**config.mk**
```make
export PLATFORM = sky130hd
export DESIGN_NAME = ring_owner_and_neighbor_lookup_core
export DESIGN_NICKNAME = d
export VERILOG_FILES = /design/src/hdl/ronl_pkg.sv /design/src/hdl/ring_owner_and_neighbor_lookup_core.sv
export SDC_FILE = /design/constraint.sdc
export NUM_CORES = 1
export LEC_CHECK = 0
export BUFFER_PORTS_ARGS = -buffer_cell sky130_fd_sc_hd__buf_2
export CORE_MARGIN = 5
export CORE_UTILIZATION = 55
export CTS_CLUSTER_DIAMETER = 150
export CTS_CLUSTER_SIZE = 24
export DETAILED_ROUTE_END_ITERATION = 12
export PLACE_DENSITY_LB_ADDON = 0.25
export SLEW_MARGIN = 20
export SYNTH_ARGS = -nofsm -noshare
export SYNTH_HDL_FRONTEND = slang
export SYNTH_SLANG_ARGS = --single-unit
export TNS_END_PERCENT = 20
```
**constraint.sdc**
```tcl
create_clock -name clk_i -period 18.65 [get_ports clk_i]
set_clock_uncertainty 0.05 [all_clocks]
set_input_delay 3.73 -clock clk_i [delete_from_list [all_inputs] [get_ports clk_i]]
set_output_delay 3.73 -clock clk_i [all_outputs]
set_load 0.02 [all_outputs]
```
**src/hdl/ronl_pkg.sv**
```systemverilog
// ronl_pkg: field widths, register indexes and operation codes shared by the
// ring owner and neighbor lookup core
// no dependencies

package ronl_pkg;

  // fixed field widths
  localparam int PEER_ID_W     = 5;
  localparam int ISLAND_ID_W   = 10;
  localparam int SUCC_CNT_W    = 5;
  localparam int PEER_CNT_W    = 6;
  localparam int ISLAND_CNT_W  = 11;
  localparam int ACTIVE_CNT_W  = 6;

  // common width for member number compares (holds up to 255)
  localparam int PEER_EXT_W    = 8;

  // configuration port
  localparam int CFG_IDX_W     = 1;
  localparam int CFG_DATA_W    = ISLAND_CNT_W;

  localparam logic [CFG_IDX_W-1:0] CFG_PEER_COUNT   = 1'b0;
  localparam logic [CFG_IDX_W-1:0] CFG_ISLAND_COUNT = 1'b1;

  // reset values of the registers
  localparam logic [PEER_CNT_W-1:0]   PEER_COUNT_RST   = 6'd32;
  localparam logic [ISLAND_CNT_W-1:0] ISLAND_COUNT_RST = 11'd1024;

  // saturation value of the active count port
  localparam logic [ACTIVE_CNT_W-1:0] ACTIVE_CNT_MAX = 6'd63;

  // operation codes
  localparam logic OP_QUERY  = 1'b0;
  localparam logic OP_REMOVE = 1'b1;

  // width of the bit index into the island number fed to the remainder unit, msb first
  localparam int DIV_BIT_W = $clog2(ISLAND_ID_W);

  function automatic logic [PEER_ID_W-1:0] to_peer_id(input logic [PEER_EXT_W-1:0] v);
    return v[PEER_ID_W-1:0];
  endfunction

endpackage

```
**src/hdl/ring_owner_and_neighbor_lookup_core.sv**
```systemverilog
// ring_owner_and_neighbor_lookup_core: active member mask, island owner by
// remainder over the active count, predecessor and successor walks
// depends on ronl_pkg

// channel   | ports                                         | handshake
// ----------+-----------------------------------------------+---------------------------------
// item in   | operation_i peer_id_i island_id_i             | start_i, taken when busy_o low
//           | successor_count_i                             |
// result    | owner_o owner_valid_o predecessor_o           | result_valid_o one-cycle strobe
//           | successor_o successor_valid_o peer_active_o   |
//           | active_count_o last_o                         |
// config    | cfg_idx_i cfg_wdata_i                         | cfg_we_i, written at once
//
// a remove is done in ST_IDLE and busy_o never rises for it
// a query counts the active members in use (ST_COUNT), runs a one-bit-a-step
// remainder unit (ST_DIV) when the owner is valid, scans for the owner
// (ST_OWNER), walks back for the predecessor (ST_PRED), walks forward once per
// listed successor (ST_SUCC), with one more walk when the run wraps back to the
// member, and passes a setup and a close state (ST_SETUP, ST_DONE); one ring
// pointer with its step unit does both walks, a scan counter the two scans
// reset sets every member active, peer_count to 32 and island_count to 1024
// results are strobes the receiver cannot hold off; a run ends with last_o

module ring_owner_and_neighbor_lookup_core
  import ronl_pkg::*;
#(
  parameter int MAX_PEERS   = 32,
  parameter int MAX_ISLANDS = 1024
) (
  input  logic                    clk_i,
  input  logic                    rst_ni,

  input  logic                    start_i,
  output logic                    busy_o,
  input  logic                    operation_i,
  input  logic [PEER_ID_W-1:0]    peer_id_i,
  input  logic [ISLAND_ID_W-1:0]  island_id_i,
  input  logic [SUCC_CNT_W-1:0]   successor_count_i,

  input  logic                    cfg_we_i,
  input  logic [CFG_IDX_W-1:0]    cfg_idx_i,
  input  logic [CFG_DATA_W-1:0]   cfg_wdata_i,

  output logic                    result_valid_o,
  output logic [PEER_ID_W-1:0]    owner_o,
  output logic                    owner_valid_o,
  output logic [PEER_ID_W-1:0]    predecessor_o,
  output logic [PEER_ID_W-1:0]    successor_o,
  output logic                    successor_valid_o,
  output logic                    peer_active_o,
  output logic [ACTIVE_CNT_W-1:0] active_count_o,
  output logic                    last_o
);

  // index width and count width of the member set
  localparam int IW = $clog2(MAX_PEERS);
  localparam int PW = $clog2(MAX_PEERS + 1);

  typedef enum logic [2:0] {
    ST_IDLE, ST_COUNT, ST_DIV, ST_OWNER, ST_SETUP, ST_PRED, ST_SUCC, ST_DONE
  } state_e;

  // member is in use and active
  function automatic logic is_on(input logic [MAX_PEERS-1:0] mask,
                                 input logic [PW-1:0] n, input logic [IW-1:0] idx);
    return (PW'(idx) < n) && mask[idx];
  endfunction

  // one step around the ring of n members
  function automatic logic [IW-1:0] ring_inc(input logic [PW-1:0] n,
                                             input logic [IW-1:0] p);
    logic [PW-1:0] nxt;
    nxt = PW'(p) + PW'(1);
    return (nxt == n) ? '0 : nxt[IW-1:0];
  endfunction

  function automatic logic [IW-1:0] ring_dec(input logic [PW-1:0] n,
                                             input logic [IW-1:0] p);
    logic [PW-1:0] top;
    top = n - PW'(1);
    return (p == '0) ? top[IW-1:0] : p - IW'(1);
  endfunction

  // registers
  state_e                  state_q, state_d;
  logic [MAX_PEERS-1:0]    mask_q, mask_d;
  logic [PEER_CNT_W-1:0]   peer_count_q;
  logic [ISLAND_CNT_W-1:0] island_count_q;
  logic [PEER_ID_W-1:0]    pid_q, pid_d;
  logic [ISLAND_ID_W-1:0]  isl_q, isl_d;
  logic [SUCC_CNT_W-1:0]   k_left_q, k_left_d;
  logic [PW-1:0]           scan_q, scan_d;
  logic [PW-1:0]           cnt_q, cnt_d;
  logic [PW-1:0]           seen_q, seen_d;
  logic [PW-1:0]           rem_q, rem_d;
  logic [DIV_BIT_W-1:0]    bit_q, bit_d;
  logic [IW-1:0]           ptr_q, ptr_d;
  logic [PW-1:0]           off_q, off_d;
  logic [PEER_ID_W-1:0]    owner_q, owner_d;
  logic                    owner_valid_q, owner_valid_d;
  logic [PEER_ID_W-1:0]    pred_q, pred_d;
  logic                    pact_q, pact_d;
  logic [IW-1:0]           pend_q, pend_d;
  logic                    pend_valid_q, pend_valid_d;
  logic                    res_valid_q, res_valid_d;

  // output payload registers
  logic [PEER_ID_W-1:0]    res_owner_q;
  logic                    res_owner_valid_q;
  logic [PEER_ID_W-1:0]    res_pred_q;
  logic [PEER_ID_W-1:0]    res_succ_q;
  logic                    res_succ_valid_q;
  logic                    res_pact_q;
  logic [ACTIVE_CNT_W-1:0] res_acnt_q;
  logic                    res_last_q;

  // emit request from the sequencer
  logic                    emit;
  logic                    emit_sv;
  logic [IW-1:0]           emit_succ;
  logic                    emit_last;

  // members in use, saturated
  logic [PEER_EXT_W-1:0]   pc_ext;
  logic [PEER_EXT_W-1:0]   n_ext;
  logic [PW-1:0]           n_c;

  assign pc_ext = PEER_EXT_W'(peer_count_q);
  assign n_ext  = (pc_ext > PEER_EXT_W'(MAX_PEERS)) ? PEER_EXT_W'(MAX_PEERS) : pc_ext;
  assign n_c    = n_ext[PW-1:0];

  // incoming member number against the ring
  logic [PEER_EXT_W-1:0]   pid_in_ext;
  logic [IW-1:0]           pid_in_idx;
  logic                    pid_in_range;

  assign pid_in_ext   = PEER_EXT_W'(peer_id_i);
  assign pid_in_idx   = pid_in_ext[IW-1:0];
  assign pid_in_range = pid_in_ext < n_ext;

  // stored member number against the ring
  logic [PEER_EXT_W-1:0]   pid_ext;
  logic [IW-1:0]           pid_idx;
  logic                    pid_range;

  assign pid_ext   = PEER_EXT_W'(pid_q);
  assign pid_idx   = pid_ext[IW-1:0];
  assign pid_range = pid_ext < n_ext;

  // island below the saturated island count
  logic                    isl_ok;

  assign isl_ok = (32'(island_count_q) > MAX_ISLANDS) ? (32'(isl_q) < MAX_ISLANDS)
                                                        : (ISLAND_CNT_W'(isl_q) < island_count_q);

  // remainder unit: one dividend bit a cycle
  logic [PW:0]             div_trial;
  logic [PW:0]             div_sub;

  assign div_trial = {rem_q, isl_q[bit_q]};
  assign div_sub   = div_trial - (PW + 1)'(cnt_q);

  // shared ring walk step
  logic [IW-1:0]           step_c;
  logic                    step_on;
  logic                    walk_end;
  logic [IW-1:0]           scan_idx;
  logic                    scan_on;

  assign step_c   = (state_q == ST_PRED) ? ring_dec(n_c, ptr_q) : ring_inc(n_c, ptr_q);
  assign step_on  = is_on(mask_q, n_c, step_c);
  assign walk_end = (off_q == n_c);
  assign scan_idx = scan_q[IW-1:0];
  assign scan_on  = (scan_q < n_c) && is_on(mask_q, n_c, scan_idx);

  // walk result: the step member; when the lap closes the step lands back on
  // the start member
  logic [IW-1:0]           found;

  assign found = step_c;

  // active count for the result
  logic [PEER_EXT_W-1:0]   cnt_ext;
  logic [ACTIVE_CNT_W-1:0] acnt;

  assign cnt_ext = PEER_EXT_W'(cnt_q);
  assign acnt    = (cnt_ext > PEER_EXT_W'(ACTIVE_CNT_MAX)) ? ACTIVE_CNT_MAX
                                                            : cnt_ext[ACTIVE_CNT_W-1:0];

  // sequencer next state
  always_comb begin
    state_d       = state_q;
    mask_d        = mask_q;
    pid_d         = pid_q;
    isl_d         = isl_q;
    k_left_d      = k_left_q;
    scan_d        = scan_q;
    cnt_d         = cnt_q;
    seen_d        = seen_q;
    rem_d         = rem_q;
    bit_d         = bit_q;
    ptr_d         = ptr_q;
    off_d         = off_q;
    owner_d       = owner_q;
    owner_valid_d = owner_valid_q;
    pred_d        = pred_q;
    pact_d        = pact_q;
    pend_d        = pend_q;
    pend_valid_d  = pend_valid_q;
    res_valid_d   = 1'b0;
    emit          = 1'b0;
    emit_sv       = 1'b0;
    emit_succ     = pend_q;
    emit_last     = 1'b0;

    unique case (state_q)
      ST_IDLE: begin
        if (start_i) begin
          pid_d    = peer_id_i;
          isl_d    = island_id_i;
          k_left_d = successor_count_i;
          if (operation_i == OP_REMOVE) begin
            if (pid_in_range && mask_q[pid_in_idx]) begin
              mask_d[pid_in_idx] = 1'b0;
            end
          end else begin
            scan_d       = '0;
            cnt_d        = '0;
            pend_valid_d = 1'b0;
            state_d      = ST_COUNT;
          end
        end
      end

      // count active members, one per cycle
      ST_COUNT: begin
        if (scan_q == n_c) begin
          if ((cnt_q != '0) && isl_ok) begin
            rem_d   = '0;
            bit_d   = DIV_BIT_W'(ISLAND_ID_W - 1);
            state_d = ST_DIV;
          end else begin
            owner_d       = '0;
            owner_valid_d = 1'b0;
            state_d       = ST_SETUP;
          end
        end else begin
          cnt_d  = cnt_q + PW'(scan_on);
          scan_d = scan_q + PW'(1);
        end
      end

      // island mod active count, restoring, msb first
      ST_DIV: begin
        rem_d = (div_trial >= (PW + 1)'(cnt_q)) ? div_sub[PW-1:0] : div_trial[PW-1:0];
        if (bit_q == '0) begin
          scan_d  = '0;
          seen_d  = '0;
          state_d = ST_OWNER;
        end else begin
          bit_d = bit_q - DIV_BIT_W'(1);
        end
      end

      // find the active member whose rank equals the remainder
      ST_OWNER: begin
        if (scan_q == n_c) begin
          state_d = ST_SETUP;
        end else begin
          scan_d = scan_q + PW'(1);
          if (scan_on) begin
            if (seen_q == rem_q) begin
              owner_d       = to_peer_id(PEER_EXT_W'(scan_q));
              owner_valid_d = 1'b1;
              state_d       = ST_SETUP;
            end else begin
              seen_d = seen_q + PW'(1);
            end
          end
        end
      end

      // queried member flags and walk start
      ST_SETUP: begin
        pact_d = pid_range && mask_q[pid_idx];
        if (pid_range) begin
          ptr_d   = pid_idx;
          off_d   = PW'(1);
          state_d = ST_PRED;
        end else begin
          pred_d  = pid_q;
          state_d = ST_DONE;
        end
      end

      // backward walk to the nearest active member
      ST_PRED: begin
        if (walk_end || step_on) begin
          pred_d = walk_end ? pid_q : to_peer_id(PEER_EXT_W'(step_c));
          if (k_left_q == '0) begin
            state_d = ST_DONE;
          end else begin
            ptr_d   = pid_idx;
            off_d   = PW'(1);
            state_d = ST_SUCC;
          end
        end else begin
          ptr_d = step_c;
          off_d = off_q + PW'(1);
        end
      end

      // forward walks, one successor each; a found one is held pending until the
      // next is found or the run closes, so the final result can carry last
      ST_SUCC: begin
        if (walk_end || step_on) begin
          if (found == pid_idx) begin
            state_d = ST_DONE;
          end else begin
            if (pend_valid_q) begin
              emit    = 1'b1;
              emit_sv = 1'b1;
            end
            pend_d       = found;
            pend_valid_d = 1'b1;
            k_left_d     = k_left_q - SUCC_CNT_W'(1);
            if (k_left_q == SUCC_CNT_W'(1)) begin
              state_d = ST_DONE;
            end else begin
              ptr_d = found;
              off_d = PW'(1);
            end
          end
        end else begin
          ptr_d = step_c;
          off_d = off_q + PW'(1);
        end
      end

      // closing result of the run
      ST_DONE: begin
        emit      = 1'b1;
        emit_sv   = pend_valid_q;
        emit_last = 1'b1;
        state_d   = ST_IDLE;
      end

      default: begin
        state_d = ST_IDLE;
      end
    endcase

    if (emit) begin
      res_valid_d = 1'b1;
    end
  end

  // sequencer state, member mask and result strobe
  always_ff @(posedge clk_i or negedge rst_ni) begin
    if (!rst_ni) begin
      state_q       <= ST_IDLE;
      mask_q        <= '1;
      k_left_q      <= '0;
      scan_q        <= '0;
      cnt_q         <= '0;
      seen_q        <= '0;
      rem_q         <= '0;
      bit_q         <= '0;
      ptr_q         <= '0;
      off_q         <= '0;
      owner_valid_q <= 1'b0;
      pact_q        <= 1'b0;
      pend_valid_q  <= 1'b0;
      res_valid_q   <= 1'b0;
    end else begin
      state_q       <= state_d;
      mask_q        <= mask_d;
      k_left_q      <= k_left_d;
      scan_q        <= scan_d;
      cnt_q         <= cnt_d;
      seen_q        <= seen_d;
      rem_q         <= rem_d;
      bit_q         <= bit_d;
      ptr_q         <= ptr_d;
      off_q         <= off_d;
      owner_valid_q <= owner_valid_d;
      pact_q        <= pact_d;
      pend_valid_q  <= pend_valid_d;
      res_valid_q   <= res_valid_d;
    end
  end

  // item fields and result payload
  always_ff @(posedge clk_i) begin
    pid_q   <= pid_d;
    isl_q   <= isl_d;
    owner_q <= owner_d;
    pred_q  <= pred_d;
    pend_q  <= pend_d;
    if (emit) begin
      res_owner_q       <= owner_q;
      res_owner_valid_q <= owner_valid_q;
      res_pred_q        <= pred_q;
      res_succ_q        <= emit_sv ? to_peer_id(PEER_EXT_W'(emit_succ)) : '0;
      res_succ_valid_q  <= emit_sv;
      res_pact_q        <= pact_q;
      res_acnt_q        <= acnt;
      res_last_q        <= emit_last;
    end
  end

  // configuration registers
  always_ff @(posedge clk_i or negedge rst_ni) begin
    if (!rst_ni) begin
      peer_count_q   <= PEER_COUNT_RST;
      island_count_q <= ISLAND_COUNT_RST;
    end else if (cfg_we_i) begin
      unique case (cfg_idx_i)
        CFG_PEER_COUNT:   peer_count_q   <= cfg_wdata_i[PEER_CNT_W-1:0];
        CFG_ISLAND_COUNT: island_count_q <= cfg_wdata_i;
        default:          island_count_q <= island_count_q;
      endcase
    end
  end

  // outputs
  assign busy_o            = (state_q != ST_IDLE);
  assign result_valid_o    = res_valid_q;
  assign owner_o           = res_owner_q;
  assign owner_valid_o     = res_owner_valid_q;
  assign predecessor_o     = res_pred_q;
  assign successor_o       = res_succ_q;
  assign successor_valid_o = res_succ_valid_q;
  assign peer_active_o     = res_pact_q;
  assign active_count_o    = res_acnt_q;
  assign last_o            = res_last_q;

  // a beat that is not the last leaves the run still going
  a_mid_beat_busy: assert property (@(posedge clk_i) disable iff (!rst_ni)
    result_valid_o && !last_o |-> busy_o)
    else $error("non-final beat while idle");

  // an owner exists only with some member active
  a_owner_needs_count: assert property (@(posedge clk_i) disable iff (!rst_ni)
    result_valid_o && owner_valid_o |-> active_count_o != '0)
    else $error("owner reported with no active member");

  // members are only ever removed
  a_mask_falls: assert property (@(posedge clk_i) disable iff (!rst_ni)
    1'b1 |=> (mask_q & ~$past(mask_q)) == '0)
    else $error("member came back to active");

  // a ring walk never goes past one lap and starts from a member in range
  a_walk_bound: assert property (@(posedge clk_i) disable iff (!rst_ni)
    (state_q == ST_PRED || state_q == ST_SUCC) |-> (off_q <= n_c) && pid_range)
    else $error("ring walk out of bounds");

endmodule
```
==> out/metrics.yaml, run 1 <==
cts_root_buffer: "clkbuf_16"
fin_crit_ns: 6.03
final_antenna_net_count: 0
setup_tns_ns: 0
fin_crit_sh_pct: 32.3
finalWorstSetupSlack_ns: 12.62
cts_tree: "built"
rr_worst_depth: 17
vias: 7487
wl_mm: 23.8
synth_top_area_share_pct: 17.0
syn_to_final_growth_pct: 9.84
drv_slew: 0
post-cts-setup-buffers: 0
cts-resized-gates: 0
htreeDepth: 4
placed_cells: 1147
numClockSinks: 155
drt_iter0_markers: 711
regToRegEndpoint: "successor_o[0]"
grt_pass1_wl_mm: 39.1
drive_gt1_share_pct: 21.6
crit_top_cell: "o21a_1"
critical_path_class: "in2reg"
holdBufCountCts: 0
grt_max_degree: 56
rsz0062_at_grt: "no"
finalPower_mw: 1.74
worstSetupStartpointType: "input port"
crit_chain: "buf_2 -> ha_1 -> o21a_1 -> o21a_1 -> o21ai_0 -> nand2b_1 -> a21oi_1 -> o2111a_1 -> nor3b_1 -> a21boi_0"
first_pass_iters: 5
fp.dieH_um: 143
cp_max_fo: 14
relSlewSlack_pct: 34.8
synth-edff-count: 55
io-pin-count: 64
nFillCells: 1453
grt_pass1_vias: 7241
syn_area_per_cell_um2: 10.8
netlist_area_mm2: 0.00969
clkLatencyLatePin_ns: 0.43
fmax_ghz: 0.166
worstPathRequired_ns: 18.90
fin_nets: 1024
tritoncts.num_buffers: 17
swShare_pct: 44.0
ys_ff_latch: 155
r2r_slack_ns: 12.85
hpwl_mm: 17.1
die_area_mm2: 0.0204
clkTransAtPathRegs_ns: 0.06
max_slew.worst_pin.slew_ns: 0.976
cp_slowest_stage_delay_ns: 0.81
synth_seq_area_share_pct: 43.3
yosysWarnings: 0
antenna_found_initial: 0
synthTopCellsByArea: "dfrtp_1 17%, edfxtp_1 17%, dfstp_2 9.2%"
drcViolationCount: 0
dp_slack_ns: 12.32
holdPathEnd: "predecessor_o[2]"
hold_path.class: "reg2reg"
outcome: "completed"
grt.overflow.total: 0
reg2reg_from: "ptr_q[0]"
die_w_um: 143
vias_per_cell: 6.35
hold_path_depth: 0
maxCapViolations: 0
p_sw_mw: 0.767
power.density_mw_per_mm2: 164
core_mm2: 0.0173
num_rows: 48
p_leak_nw: 4.37
hold_violations: 0
synth_async_sr_flop_share_pct: 64.5
fin_cells: 1179
netlist_instances: 900
internal_power_mw: 0.976
synth_ff_type: "dfrtp_1"
final_core_util_pct: 61.5
wl_per_cell_um: 20.2
cp-end-kind: "register"
placement.io_buffers: 63
hold_start: "pred_q[2]"
yosysTopAreaCell: "dfrtp_1"
place_congestion: 0.959
syn_nets: 983
power_frac_comb_pct: 48.9
diodes: 0
synthDistinctLibCells: 95
track_usage_pct: 24.3
clkPwrFrac_pct: 20.1
clockBufferDepth: 2
slowest_stage: "nor3b_1"
pwr-share-seq_pct: 31.0
start_util_pct: 56.0
ir_drop_mv: 0.110
crit_arrival_ns: 6.28
setup_violations: 0
==> metal layers <==
metal / up-vias / GRT usage (%) / part of all wire (%)
met5: - / 0 / 0
met3: 33 / 5.53 / 7.1
met2: 282 / 38.1 / 47
met1: 3702 / 34.0 / 44
li1: 3470 / - / -
met4: 0 / 7.35 / 1.8
==> cell type report <==
type	count	area [µm²]	area share, %
Clock buffer	20	437	4.10
Clock inverter	12	146	1.38
Inverter	53	201	1.89
Multi-Input combinational cell	648	5040	47.4
Sequential cell	155	4200	39.4
Tap cell	225	282	2.64
Timing Repair Buffer	66	340	3.20
==> how the worst max path moves through the flow <==
stage / slack [ns] / cells past startpoint / to / startpoint
after floorplan: 12.28 / 18 / active_count_o[0] / ptr_q[0]
after global placement: 12.50 / 10 / mask_q[12] / peer_id_i[1]
after detailed placement: 12.32 / 10 / mask_q[28] / peer_id_i[1]
after CTS: 12.55 / 17 / last_o / ptr_q[0]
after global routing: 12.39 / 17 / last_o / ptr_q[0]
final: 12.62 / 10 / mask_q[4] / peer_id_i[1]
==> layout by cell type, fill, tap and decap left out, types with 6 or more instances in the layout <==
master / instances
a211oi_1: 7
a21boi_0: 31
a21o_1: 12
a21oi_1: 48
a22o_1: 6
a31oi_1: 15
and2_1: 9
and3_1: 11
buf_2: 62
clkbuf_16: 17
dfrtp_1: 66
dfstp_2: 34
edfxtp_1: 55
ha_1: 45
inv_1: 49
mux2_2: 18
mux2i_1: 16
mux4_2: 30
nand2_1: 71
nand3_1: 25
nand4_1: 12
nor2_1: 53
nor3_1: 26
nor3b_1: 8
o21a_1: 8
o21ai_0: 44
o31ai_1: 10
xnor2_1: 14
xor2_1: 18
==> stage by stage <==
step                      hold WS, ns  area (µm²)
after floorplan                 0.350        9690
after global placement          0.352       10100
after detailed placement        0.359       10100
after CTS                       0.373       10600
after global routing            0.389       10600
final                           0.369       10600
==> flip-flops by register name (all words and copies together), names as in the netlist, 6 cells and up <==
signal,flops
isl_q,10
cnt_q,6
scan_q,6
mask_q,32
off_q,6
island_count_q,11
active_count_o,6
seen_q,6
rem_q,6
peer_count_q,6
==> critical path, delay by kind of cell <==
family | cells | cell delay (ns)
AOI/OAI and AO/OA | 6 | 1.07
and+or+nand+nor | 2 | 0.88
buffers and inverters | 1 | 0.30
adders and majority gates | 1 | 0.30
==> cell usage after synthesis (16+ instances only) <==
cell type / count
a21boi_0: 31
a21oi_1: 48
clkbuf_1: 29
dfrtp_1: 66
dfstp_2: 34
edfxtp_1: 55
ha_1: 45
inv_1: 49
mux2_2: 18
mux2i_1: 16
mux4_2: 30
nand2_1: 71
nand3_1: 25
nor2_1: 53
nor3_1: 26
o21ai_0: 45
xor2_1: 18
==> kinds of logic (layout without fill, tap and decap cells) <==
group | count (synthesis) | in the layout | share of synthesized area [%]
simple gates | 256 | 256 | 13.5
compound gates | 248 | 248 | 18.3
flops | 155 | 155 | 43.3
buf+inv | 97 | 151 | 4.79
mux | 64 | 64 | 10.7
fa+ha+maj | 46 | 46 | 6.02
xor+xnor | 34 | 34 | 3.36
==> power by group through the flow <==
stage	clock (mW)	combinational, mW	sequential [mW]
floorplan	0	0.691	0.510
global placement	0	0.825	0.542
detailed placement	0	0.835	0.545
CTS	0.355	0.842	0.540
global route	0.369	0.937	0.554
finish	0.350	0.852	0.541
No activity file was read; power rests on OpenSTA's default activity.
==> run 2: changes to the inputs <==
==> constraint.sdc (replaced) <==
create_clock -name clk_i -period 6 [get_ports clk_i]
set_clock_uncertainty 0.05 [all_clocks]
set_input_delay 1.2 -clock clk_i [delete_from_list [all_inputs] [get_ports clk_i]]
set_output_delay 1.2 -clock clk_i [all_outputs]
set_load 0.02 [all_outputs]
==> run 2 against run 1 <==
Sequential cell count unchanged; cell count up 0.25%; clock power rose to 2.9 times the previous value; power rose to 3.1 times the previous value; register-to-register slack worse by 12 ns.
==> out/metrics.yaml, run 2 (synthesis gave the netlist of run 1 again) <==
worstPathRequired_ns: 6.05  # -12.85 ns
hold_violations: 0  # unchanged
p_sw_mw: 2.38  # +210%
holdPathEnd: "owner_o[0]"
core_mm2: 0.0173  # unchanged
setup_violations: 0  # unchanged
cp_max_fo: 26  # +12
hold_start: "owner_q[0]"
critical_path_class: "reg2reg"
fin_crit_ns: 5.15
drt_iter0_markers: 711  # unchanged
start_util_pct: 56.0  # unchanged
cp-end-kind: "register"
slowest_stage: "dfrtp_1"
pwr-share-seq_pct: 31.5  # +0.5 points
crit_chain: "inv_1 -> ha_1 -> xor2_1 -> nor3_1 -> o21a_1 -> nand2_1 -> a22oi_1 -> clkinv_1 -> ha_1 -> o2111ai_1 -> a21boi_0 -> o21a_1 -> a2111oi_2 -> buf_4 -> o21ai_2 -> o21ai_2 -> buf_4"
final_cell_mix: "71 x nand2_1, 66 x dfrtp_1, 62 x buf_2"
clkTransAtPathRegs_ns: 0.06  # about the same
hold_path_depth: 0  # unchanged
reg_top3: "mask_q (32), island_count_q (11), isl_q (10)"
ir_drop_mv: 0.341  # +210%
num_rows: 48  # unchanged
cts_tree: "built"
r2r_slack_ns: 0.85  # -12.00 ns
drv_slew: 0  # unchanged
place_congestion: 0.931  # -3.0%
fin_nets: 1027  # +0.29%
hpwl_mm: 17.4  # +1.6%
largest_register: "mask_q"
track_usage_pct: 24.5  # +0.21 points
power.density_mw_per_mm2: 503  # +210%
rsz0062_at_grt: "no"
grt_pass1_vias: 7129  # -1.5%
die_w_um: 143  # unchanged
vias: 7458  # -0.39%
relSlewSlack_pct: 29.2  # -5.6 points
grt.overflow.total: 0  # unchanged
die_area_mm2: 0.0204  # unchanged
rr_worst_depth: 17  # unchanged
antenna_found_initial: 0  # unchanged
cp_slowest_stage_delay_ns: 0.57  # -0.24 ns
max_slew.worst_pin.slew_ns: 1.06  # +0.0831 ns
holdBufCountCts: 0  # unchanged
clockBufferDepth: 2  # unchanged
fp.dieH_um: 143  # unchanged
maxCapViolations: 0  # unchanged
drive_gt1_share_pct: 21.8  # +0.25 points
swShare_pct: 44.5  # +0.54 points
diodes: 0  # unchanged
cts-resized-gates: 0  # unchanged
htreeDepth: 4  # unchanged
clkPwrFrac_pct: 18.8  # -1.3 points
outcome: "completed"
wl_mm: 23.9  # +0.66%
first_pass_iters: 5  # unchanged
hold_path.class: "reg2reg"
syn_to_final_growth_pct: 9.54
tritoncts.num_buffers: 17  # unchanged
placement.io_buffers: 63  # unchanged
largest_reg_flops: 32  # unchanged
grt_pass1_wl_mm: 39.0  # -0.16%
regToRegEndpoint: "predecessor_o[1]"
vias_per_cell: 6.31  # -0.64%
p_leak_nw: 4.36  # -0.25%
dpl_cell_area_mm2: 0.0101  # +0.22%
clkLatencyLatePin_ns: 0.43  # about the same
crit_arrival_ns: 5.20  # -1.08 ns
internal_power_mw: 2.96  # +200%
postLayoutCellArea_mm2: 0.0106  # -0.27%
fmax_ghz: 0.194
cp_num_buf_inv: 4  # +3
final_antenna_net_count: 0  # unchanged
wl_per_cell_um: 20.2  # +0.41%
mostFrequentLayoutCell: "nand2_1"
reg2reg_from: "ptr_q[0]"
drcViolationCount: 0  # unchanged
post-cts-setup-buffers: 0  # unchanged
worstSetupStartpointType: "register"
grt_max_degree: 53  # -5.4%
cts_root_buffer: "clkbuf_16"
numClockSinks: 155  # unchanged
fin_crit_sh_pct: 85.8
io-pin-count: 64  # unchanged
power_frac_comb_pct: 49.7  # +0.8 points
crit_family: "compound AO/OA/AOI/OAI gates"
setup_tns_ns: 0  # unchanged
-- run 2: worst register-to-register path: stages, from the launching register on --
cell       delay (ns)
dfrtp_1          0.57
inv_1            0.11
ha_1             0.38
xor2_1           0.18
nor3_1           0.29
o21a_1           0.23
nand2_1          0.09
a22oi_1          0.40
clkinv_1         0.38
ha_1             0.39
o2111ai_1        0.10
a21boi_0         0.11
o21a_1           0.25
a2111oi_2        0.37
buf_4            0.27
o21ai_2          0.15
o21ai_2          0.17
buf_4            0.32
-- run 2: cell type report --
type | count | area [µm²]
Multi-Input combinational cell | 648 | 5030
Inverter | 53 | 201
Timing Repair Buffer | 69 | 363
Clock inverter | 11 | 98.8
Tap cell | 225 | 282
Sequential cell | 155 | 4200
Fill cell | 1439 | 6680
Clock buffer | 21 | 440
-- run 2: layer usage --
metal | up-vias | wire (µm) | track usage [%]
met4 | 0 | 511 | 7.65
li1 | 3483 | - | -
met1 | 3625 | 10300 | 34.7
met5 | - | 0 | 0
met3 | 32 | 1800 | 4.45
met2 | 318 | 11300 | 38.8
-- run 2: worst max path at each step --
stage	startpoint	end	cells past startpoint
global placement	ptr_q[0]	last_o	17
global route	ptr_q[0]	predecessor_o[1]	17
floorplan	ptr_q[0]	active_count_o[0]	18
CTS	ptr_q[0]	predecessor_o[0]	17
finish	ptr_q[0]	predecessor_o[1]	17
detailed placement	ptr_q[0]	predecessor_o[0]	17
-- run 2: metrics by stage --
stage          worst slack (ns)  hold WS, ns  power, mW  std cells  utilization (%)
2_1_floorplan             0.327        0.350       3.73        900                -
3_3_place_gp               1.13        0.352       4.25       1150             58.3
3_5_place_dp              0.998        0.363       4.29       1150             58.3
4_1_cts                   0.964        0.378       5.31       1182             61.4
5_1_grt                   0.469        0.382       5.68       1182             61.4
6_report                  0.850        0.375       5.34       1182             61.4
-- run 2: power groups by stage --
| stage | Sequential, mW | Clock (mW) | Combinational [mW] |
|---|---|---|---|
| CTS | 1.68 | 1.02 | 2.62 |
| finish | 1.68 | 1.00 | 2.65 |
| detailed placement | 1.70 | 0 | 2.59 |
| floorplan | 1.58 | 0 | 2.15 |
| global placement | 1.69 | 0 | 2.56 |
| global route | 1.72 | 1.07 | 2.90 |
